File: config.mk
export PLATFORM = sky130hd
export DESIGN_NAME = flap_actuator_state_controller
export DESIGN_NICKNAME = d
export VERILOG_FILES = /design/src/fasc_pkg.sv /design/src/fasc_step.sv /design/src/flap_actuator_state_controller.sv
export SDC_FILE = /design/constraint.sdc
export NUM_CORES = 1
export LEC_CHECK = 0
export BUFFER_PORTS_ARGS = -buffer_cell sky130_fd_sc_hd__buf_4
export CAP_MARGIN = 20
export CELL_PAD_IN_SITES_DETAIL_PLACEMENT = 1
export CELL_PAD_IN_SITES_GLOBAL_PLACEMENT = 1
export CORE_MARGIN = 3
export CORE_UTILIZATION = 49
export CTS_BUF_LIST = sky130_fd_sc_hd__clkbuf_2
export CTS_CLUSTER_SIZE = 40
export DETAILED_ROUTE_END_ITERATION = 16
export PLACE_DENSITY = 0.84
export SLEW_MARGIN = 15
export SYNTH_ARGS = -nofsm -noshare
export SYNTH_HDL_FRONTEND = slang
export SYNTH_SLANG_ARGS = --single-unit
File: constraint.sdc
create_clock -name clk -period 6.1 [get_ports clk]
set_input_delay 1.22 -clock clk [delete_from_list [all_inputs] [get_ports clk]]
set_output_delay 1.22 -clock clk [all_outputs]
set_load 0.05 [all_outputs]
File: src/fasc_pkg.sv
// Package for the flap actuator state controller: request and result types,
// state encoding, field codes, configuration layout and reset values.
// No dependencies.
`default_nettype none

package fasc_pkg;

	typedef enum logic [2:0] {
		ST_CLOSING       = 3'd0,
		ST_CLOSED_EMPTY  = 3'd1,
		ST_CLOSED_PACKET = 3'd2,
		ST_STAGING       = 3'd3,
		ST_OPENING       = 3'd4,
		ST_OPEN          = 3'd5,
		ST_STOP          = 3'd6,
		ST_ERROR         = 3'd7
	} state_t;

	localparam logic [1:0] EDGE_FEED     = 2'd1;
	localparam logic [2:0] MOTOR_RUNNING = 3'd2;
	localparam logic [1:0] POS_UNKNOWN   = 2'd0;
	localparam logic [1:0] POS_CLOSED    = 2'd1;

	localparam int unsigned CfgIdxW  = 3;
	localparam int unsigned CfgDataW = 16;

	localparam logic [CfgIdxW-1:0] CFG_DROP_STATION   = 3'd0;
	localparam logic [CfgIdxW-1:0] CFG_OPEN_TIMEOUT   = 3'd1;
	localparam logic [CfgIdxW-1:0] CFG_CLOSE_DETECT   = 3'd2;
	localparam logic [CfgIdxW-1:0] CFG_SWEEP_THRESH   = 3'd3;
	localparam logic [CfgIdxW-1:0] CFG_CARRIER_OPEN   = 3'd4;
	localparam logic [CfgIdxW-1:0] CFG_CLOSING_TIMEOUT = 3'd5;

	localparam logic [7:0]  RST_DROP_STATION    = 8'd1;
	localparam logic [15:0] RST_OPEN_TIMEOUT    = 16'd1000;
	localparam logic [15:0] RST_CLOSE_DETECT    = 16'd50;
	localparam logic [15:0] RST_SWEEP_THRESH    = 16'd100;
	localparam logic [15:0] RST_CARRIER_OPEN    = 16'd300;
	localparam logic [15:0] RST_CLOSING_TIMEOUT = 16'd1000;

	typedef struct packed {
		logic [31:0] now_ms;
		logic [31:0] switch_hold_ms;
		logic [1:0]  edge_now;
		logic [1:0]  edge_before;
		logic [2:0]  motor_mode;
		logic [31:0] sweep_ms;
		logic [7:0]  station_now;
		logic        system_error;
		logic        flap_error;
	} in_t;

	typedef struct packed {
		logic [2:0] flap_state;
		logic       state_changed;
		logic [1:0] position_cmd;
		logic       magnets_on;
		logic       torque_off;
		logic       dropoff_request;
		logic       closed_now;
		logic       infeed_stop;
	} out_t;

	typedef struct packed {
		logic [7:0]  drop_station;
		logic [15:0] open_timeout_ms;
		logic [15:0] close_detect_ms;
		logic [15:0] sweep_threshold_ms;
		logic [15:0] carrier_open_ms;
		logic [15:0] closing_timeout_ms;
	} cfg_t;

	// controller state carried from tick to tick
	typedef struct packed {
		state_t      fsm;
		logic        infeed_stop;
		logic [31:0] open_time;
		logic [31:0] opening_start;
		logic [1:0]  position;
		logic        magnets;
		logic        torque_off;
		logic        dropoff;
	} ctx_t;

endpackage

`default_nettype wire

File: src/fasc_step.sv
// One control tick: closed flag, infeed-stop flag, flap state transition
// and entry actions. Purely combinational. Depends on fasc_pkg.
`default_nettype none

module fasc_step
	import fasc_pkg::*;
(
	input  in_t  req,
	input  cfg_t cfg,
	input  ctx_t cur,
	output ctx_t nxt,
	output out_t res
);

	logic        closed;
	logic        infeed;
	logic        changed;
	logic        at_drop;
	logic [31:0] since_open;
	logic [31:0] since_opening;
	state_t      ns;

	assign closed        = req.switch_hold_ms > {16'd0, cfg.close_detect_ms};
	assign since_open    = req.now_ms - cur.open_time;
	assign since_opening = req.now_ms - cur.opening_start;
	assign at_drop       = req.station_now == cfg.drop_station;

	// clearing on leaving the infeed edge wins over setting
	always_comb begin
		infeed = cur.infeed_stop;
		if (req.edge_now == EDGE_FEED && req.sweep_ms > {16'd0, cfg.sweep_threshold_ms}
				&& req.motor_mode == MOTOR_RUNNING) begin
			infeed = 1'b1;
		end
		if (req.edge_before == EDGE_FEED && req.edge_now != EDGE_FEED) begin
			infeed = 1'b0;
		end
	end

	always_comb begin
		ns = cur.fsm;
		priority if (cur.fsm == ST_ERROR) begin
			if (!req.flap_error) ns = ST_STOP;
		end else if (req.flap_error) begin
			ns = ST_ERROR;
		end else if (cur.fsm == ST_STOP) begin
			priority if (req.system_error) begin
				ns = ST_STOP;
			end else if (since_open > {16'd0, cfg.open_timeout_ms} && !closed) begin
				ns = ST_CLOSING;
			end else if (closed && !infeed) begin
				ns = ST_CLOSED_EMPTY;
			end else if (closed && req.edge_now == EDGE_FEED && infeed) begin
				ns = ST_CLOSED_PACKET;
			end else if (at_drop) begin
				ns = ST_OPENING;
			end else begin
				ns = ST_STOP;
			end
		end else if (req.system_error) begin
			ns = ST_STOP;
		end else begin
			unique case (cur.fsm)
				ST_CLOSING:       if (closed && !infeed) ns = ST_CLOSED_EMPTY;
				ST_CLOSED_EMPTY:  if (closed && infeed) ns = ST_CLOSED_PACKET;
				ST_CLOSED_PACKET: if (at_drop) ns = ST_OPENING;
				ST_OPENING: begin
					if (since_opening > {16'd0, cfg.carrier_open_ms}) ns = ST_OPEN;
				end
				ST_OPEN: begin
					if (since_opening > {16'd0, cfg.closing_timeout_ms}) ns = ST_CLOSING;
				end
				default: ns = cur.fsm;
			endcase
		end
	end

	assign changed = ns != cur.fsm;

	always_comb begin
		nxt             = cur;
		nxt.fsm         = ns;
		nxt.infeed_stop = infeed;
		if (changed) begin
			unique case (ns)
				ST_ERROR, ST_STOP: begin
					nxt.torque_off = 1'b1;
					nxt.magnets    = 1'b1;
				end
				ST_CLOSING: begin
					nxt.position = POS_CLOSED;
					nxt.magnets  = 1'b1;
				end
				ST_CLOSED_EMPTY: nxt.dropoff = 1'b1;
				ST_OPENING: begin
					nxt.magnets       = 1'b0;
					nxt.opening_start = req.now_ms;
				end
				ST_OPEN: nxt.open_time = req.now_ms;
				default: ;
			endcase
		end
	end

	always_comb begin
		res.flap_state      = nxt.fsm;
		res.state_changed   = changed;
		res.position_cmd    = nxt.position;
		res.magnets_on      = nxt.magnets;
		res.torque_off      = nxt.torque_off;
		res.dropoff_request = nxt.dropoff;
		res.closed_now      = closed;
		res.infeed_stop     = infeed;
	end

endmodule

`default_nettype wire

File: src/flap_actuator_state_controller.sv
// Flap actuator state controller, top level: request register, tick logic,
// result register and configuration registers. Depends on fasc_pkg, fasc_step.
// Each accepted request is one control tick and yields exactly one result.
// A request is taken every cycle when the result side keeps up; the request
// register loads on acceptance and the result register when the tick
// advances, which waits while a held result is not taken. The rate is set by
// the combinational update of the controller state from the registered
// request. Configuration writes take effect on the next tick and must be
// made while the block is idle.
`default_nettype none

module flap_actuator_state_controller
	import fasc_pkg::*;
(
	input  wire                 clk,
	input  wire                 arst_n,
	input  wire                 in_valid,
	output logic                in_ready,
	input  in_t                 in_data,
	output logic                out_valid,
	input  wire                 out_ready,
	output out_t                out_data,
	input  wire                 cfg_we,
	input  wire [CfgIdxW-1:0]   cfg_index,
	input  wire [CfgDataW-1:0]  cfg_data
);

	in_t  req_s1;
	logic vld_s1;
	out_t res_q;
	logic res_vld_q;
	ctx_t ctx_q;
	cfg_t cfg_q;
	ctx_t ctx_nxt;
	out_t res_nxt;
	logic advance;

	assign advance  = vld_s1 && (!res_vld_q || out_ready);
	assign in_ready = !vld_s1 || advance;

	fasc_step u_step (
		.req (req_s1),
		.cfg (cfg_q),
		.cur (ctx_q),
		.nxt (ctx_nxt),
		.res (res_nxt)
	);

	always_ff @(posedge clk or negedge arst_n) begin
		if (!arst_n) begin
			vld_s1 <= 1'b0;
		end else if (in_ready) begin
			vld_s1 <= in_valid;
		end
	end

	always_ff @(posedge clk) begin
		if (in_ready && in_valid) req_s1 <= in_data;
	end

	always_ff @(posedge clk or negedge arst_n) begin
		if (!arst_n) begin
			res_vld_q <= 1'b0;
		end else if (advance) begin
			res_vld_q <= 1'b1;
		end else if (out_ready) begin
			res_vld_q <= 1'b0;
		end
	end

	always_ff @(posedge clk) begin
		if (advance) res_q <= res_nxt;
	end

	always_ff @(posedge clk or negedge arst_n) begin
		if (!arst_n) begin
			ctx_q.fsm           <= ST_STOP;
			ctx_q.infeed_stop   <= 1'b0;
			ctx_q.open_time     <= 32'd0;
			ctx_q.opening_start <= 32'd0;
			ctx_q.position      <= POS_UNKNOWN;
			ctx_q.magnets       <= 1'b1;
			ctx_q.torque_off    <= 1'b0;
			ctx_q.dropoff       <= 1'b0;
		end else if (advance) begin
			ctx_q <= ctx_nxt;
		end
	end

	always_ff @(posedge clk or negedge arst_n) begin
		if (!arst_n) begin
			cfg_q.drop_station       <= RST_DROP_STATION;
			cfg_q.open_timeout_ms    <= RST_OPEN_TIMEOUT;
			cfg_q.close_detect_ms    <= RST_CLOSE_DETECT;
			cfg_q.sweep_threshold_ms <= RST_SWEEP_THRESH;
			cfg_q.carrier_open_ms    <= RST_CARRIER_OPEN;
			cfg_q.closing_timeout_ms <= RST_CLOSING_TIMEOUT;
		end else if (cfg_we) begin
			unique case (cfg_index)
				CFG_DROP_STATION:    cfg_q.drop_station       <= cfg_data[7:0];
				CFG_OPEN_TIMEOUT:    cfg_q.open_timeout_ms    <= cfg_data;
				CFG_CLOSE_DETECT:    cfg_q.close_detect_ms    <= cfg_data;
				CFG_SWEEP_THRESH:    cfg_q.sweep_threshold_ms <= cfg_data;
				CFG_CARRIER_OPEN:    cfg_q.carrier_open_ms    <= cfg_data;
				CFG_CLOSING_TIMEOUT: cfg_q.closing_timeout_ms <= cfg_data;
				default: ;
			endcase
		end
	end

	assign out_valid = res_vld_q;
	assign out_data  = res_q;

endmodule

`default_nettype wire

Word-level counts from Yosys, hierarchy flattened
Index checks and enable logic that the tools add are counted.

operators by class
  eq/ne operators = 22
  multiplexer cells = 25
  add/subtract/negate cells = 2
  magnitude comparators = 5
  reduce and logical (&&, ||, !) cells = 30

operators with widths
  cell                number
  $gt 32x16->1        5
  $sub 32x32->32      2
  $mux 3              14
  $eq 3x3->1 const B  10
  $pmux 3 s5          1
  $eq 3x2->1 const B  4
  $reduce_and 2->1    6
  $logic_and 1x1->1   10
  $eq 3x1->1 const B  3
  $logic_not 3->1     3
  $eq 8x8->1          1
  $mux 1              6
  $reduce_and 3->1    2
  $mux 5              1
  $eq 2x1->1 const B  2
  $logic_not 1->1     4
  $mux 2              2
  $ne 3x3->1          1
  $reduce_or 3->1     1
  $logic_or 1x1->1    2
  $ne 2x1->1 const B  1
  $pmux 1 s2          1
  $reduce_bool 2->1   1
  $reduce_or 2->1     1

storage, ports and cells
  bits in registers = 287
  logic and storage cells = 117
  input port bits = 137

Longest topological paths before layout
  depth in word-level cells = 17
  gate-level depth with buffers = 25
  mapped depth without buffers = 24

By module
A second synthesis with hierarchy kept.

unflattened totals
  cells, all modules = 1524
  area, all modules = 17558.1 µm²

by module, submodules not included
  module                          area each (µm²)  cells each  instances
  flap_actuator_state_controller  10009.6          479         1
  fasc_step                       7548.5           1045        1

Worst setup path after synthesis
OpenSTA, ideal clock, no wires.

  path type = register to register
  start = register req_s1[81] (netlist bit)
  end = register ctx_q[59] (netlist bit)
  required time = 5.975 ns
  buffers on the path = 1
  slack = 0.957 ns
  stages on the path, launching flop included = 23
  arrival = 5.019 ns
  clock period less this slack = 5.143 ns
  path through = edfxtp_1 inv_1 ha_1 inv_1 fa_1 a211oi_1 o211ai_1 and3_1 nor2_1 xnor2_1 ha_1 and3_1 nand4_1 or3_1 o32a_1 o21bai_1 or4_1 nor4_2 o211ai_1 a22oi_4 a211oi_4 buf_6 mux2_2

on the way
  word-level cells in the longest chain between the ends = 10
  elaborated cells on any way between the ends = 18

RTL lines
  element                                          RTL line                                           RTL
  from (decl)                                      flap_actuator_state_controller.sv:28               in_t req_s1;
  from (signal assigned)                           flap_actuator_state_controller.sv:58               if (in_ready && in_valid) req_s1 <= in_data;
  $sub 32x32->32 (on tied branches)                fasc_step.sv:25, fasc_step.sv:24
  $gt 32x16->1 (on tied branches)                  fasc_step.sv:71, fasc_step.sv:49, fasc_step.sv:68
  $mux 3, or another cell as far along             fasc_step.sv:71                                    if (since_opening > {16'd0, cfg.closing_timeout_ms}) ns = ST_CLOSING;
  $pmux 3 s5 / $mux 3 (equally long branches)      fasc_step.sv:63, fasc_step.sv:49
  $mux 3 (on tied branches)                        fasc_step.sv:60, fasc_step.sv:47
  $mux 3 (*)                                       fasc_step.sv:46                                    end else if (cur.fsm == ST_STOP) begin
  $mux 3 (*)                                       fasc_step.sv:44                                    end else if (req.flap_error) begin
  $mux 3 (*)                                       fasc_step.sv:42                                    priority if (cur.fsm == ST_ERROR) begin
  $eq 3x3->1 / $ne 3x3->1 (equally long branches)  fasc_step.sv:85, fasc_step.sv:78
  $reduce_and 3->1 (no source line) (*)            n/a
  to (signal assigned)                             flap_actuator_state_controller.sv:86               ctx_q <= ctx_nxt;
  to (decl)                                        flap_actuator_state_controller.sv:32               ctx_t ctx_q;

Mark *: on every way between the ends. The rest lies on a longest branch, timed or not.
A chain may end at the register's enable or synchronous reset.

Final worst setup path
  start = register req_s1[85] (netlist bit)
  end = register ctx_q[65] (netlist bit)

The elaborated chain is that of the path after synthesis.

==> metrics.txt <==
status=complete, no violations; Worst-path clk slew=0.11 ns; critical path required time=6.87 ns; fraction of registers with async set/reset=56.79%; Num CTS Buffers=just under 80; Fin. Hold Viols=0; maxcap violations=0; synthesis warning total=0; Post-Syn Area per Cell=10.52 µm²; Crit. End Element=flip-flop; area share of the largest cell type after synthesis=22.02%; Die W=between 150 and 200 µm; Placed Cells incl. Taps=2172; largest net degree at the start of global routing=84; biggest area consumer among synthesized cells=edfxtp_1; vias in the first global route=14397; Seq cells post-synth=287; crit path DAT=around 6.6 ns; largest cells by area after synthesis=edfxtp_1, dfrtp_1, ha_1; syn_nets=1889; synth unique cells=83; Final WS setup=0.3067 ns; Clock Tree Buf Depth=3; Layout Cells excl Fill=approximately 2300; peak supply drop=0.1567 mV; worst hold path class=input pin to async pin; initial DRC count=862; H-tree depth=3; Post-Syn Area=16910 µm²; Routed Antenna Nets=0; CTS tree=done; first-pass detailed-route iteration total=7; Leakage Power=0.008464 µW; Tot Pwr=around 8800 µW; global-route wire length before repair=77.27 mm; Main synth FF type=dfrtp_1; Initial Utilization=50.05%; fmax=172.6 MHz; Post-Route Skew=0.1376 ns; most common cell in the netlist=inv_1; Seq/Total Area, Yosys=46.34%; CTS root buffer=clkbuf_2; crit path launch type=flip-flop; crit share post-route=94.97%; port bufs=approximately 150; Final Wtd Congestion=0.9405; crit path time final=~5.8 ns; worst-path fanout max=32; max_slew headroom=32.92%; WL per Instance=~21 µm; post-layout net count=2087; Hold-fix buffers, CTS=0; EDFF count, synth=approximately 120; synth-to-layout area growth=14.29%; via count=13599; fraction of layout cells with a size suffix above 1=24.68%; clk_lat worst skew=1.01 ns; Final setup violation count=0; CTS Sinks=287; Via-to-Cell Ratio=between 5 and 6; CP Class=flip-flop to flip-flop; WL final=49.24 mm; Synth Instances=1608; DP Worst Slack=0.3374 ns; synth cell count leaders=inv_1, ha_1, dfrtp_1, nand2_1, edfxtp_1; setup TNS after final layout=0 ns; CORE AREA=33780 µm²; Die Footprint=36770 µm²; gr ovfl total=0; Tightest Pin Transition=1.001 ns; Slew Viols, Final=0; initial antenna violation count=4; IO Pins=150; WHS=between 0.2 and 0.3 ns; Total GRT Usage=27.00%; post-DP HPWL=37.68 mm; site row count=between 60 and 70; pwr dens=453.0 nW/µm²; Die H=191.8 µm; DRC Markers=0
-- layout make-up --
| type | instances | area [µm²] |
|---|---|---|
| timing repair buffer | 164 | 1260 |
| clock inverter | 27 | 158.9 |
| multi-input combinational | 1115 | 8304 |
| clock buffer | 119 | 595.6 |
| inverter | 160 | 600.6 |
| fill | 3766 | 14460 |
| tap | 448 | 560.5 |
| antenna | 4 | 10.01 |
| sequential | 287 | 7835 |
-- per-stage QoR --
step                      util [%]  instance area, µm²
after floorplan                  -               16910
after global placement       54.85               18530
after detailed placement     54.85               18530
after CTS                    57.08               19280
after global routing         57.19               19320
final                        57.20               19320
-- placed cells by master (no fill, tap or decap), drive strengths merged, types with 30 or more instances in the layout --
| master | Yosys | layout |
|---|---|---|
| edfxtp | 124 | 124 |
| dfrtp | 137 | 137 |
| mux2 | 109 | 109 |
| nand4 | 33 | 33 |
| clkbuf | 35 | 119 |
| buf | 11 | 164 |
| o21ai | 104 | 104 |
| ha | 142 | 142 |
| nor2 | 76 | 76 |
| a21o | 31 | 31 |
| nor3 | 33 | 33 |
| xnor2 | 30 | 30 |
| a21oi | 94 | 94 |
| nand2 | 130 | 130 |
| inv | 160 | 162 |
-- sequential cells by signal, summed over array words and instances (netlist names) --
register / flops
out_data: 11
vld_s1: 1
ctx_q: 73
out_valid: 1
req_s1: 113
cfg_q: 88
-- power by group --
part	total [µW]	internal [µW]	switching (µW)	leakage [µW]
combinational	4640	1870	2770	0.00475
sequential	2680	2460	225	0.00314
clock	1430	574	859	0.000575
total	8760	4900	3850	0.00846
-- critical path, stage by stage (launching register included) --
cell and delay, ns:
edfxtp_1 0.47, ha_1 0.40, a21oi_1 0.34, nand2_1 0.16
nand3_1 0.11, nand2_1 0.10, a21o_1 0.21, a21oi_1 0.19
xnor2_1 0.13, ha_1 0.33, and3_1 0.16, nand4_1 0.13
or3_1 0.41, o32a_1 0.39, o21bai_1 0.16, or4_1 0.52
nor4_4 0.34, o211ai_1 0.19, a22oi_4 0.22, a211oi_4 0.10
buf_12 0.18, mux2_2 0.29
-- kinds of logic (layout without fill, tap and decap cells) --
family                     Yosys count  after routing  share of synthesized area [%]
muxes                              120            120                          7.910
buffers and inverters              206            470                          4.869
adders and majority gates          144            144                          10.74
other                                0              4                              0
AOI/OAI and AO/OA                  391            391                          15.16
DFF                                287            287                          46.34
and+or+nand+nor                    409            409                          12.34
xor gates and xnor gates            51             51                          2.642
-- timing repair --
action,4_1_cts,5_1_grt
gates resized for setup,0,4
setup buffers,0,2
endpoints found under the setup margin,0,66
-- routing by layer --
layer  routed length (µm)  track usage, %  up-vias
li1                     -               -     6319
met1                20790           34.11     6791
met2                24080           45.44      382
met3                 2806           5.932      107
met4                 1563           10.16        0
met5                    0               0        -
-- final timing paths --
check	start	endpoint	slack, ns	cells past startpoint
worst max-delay path	req_s1[85]	ctx_q[65]	0.31	21
worst min-delay path	arst_n	ctx_q[69]	0.29	1
max in group asynchronous	arst_n	cfg_q[0]	4.59	2
worst max register to register	req_s1[85]	ctx_q[65]	0.31	21
worst min register to register	ctx_q[3]	ctx_q[3]	0.47	1
min in group clk	in_data[38]	req_s1[38]	0.38	1
No activity file was read; power rests on OpenSTA's default activity.
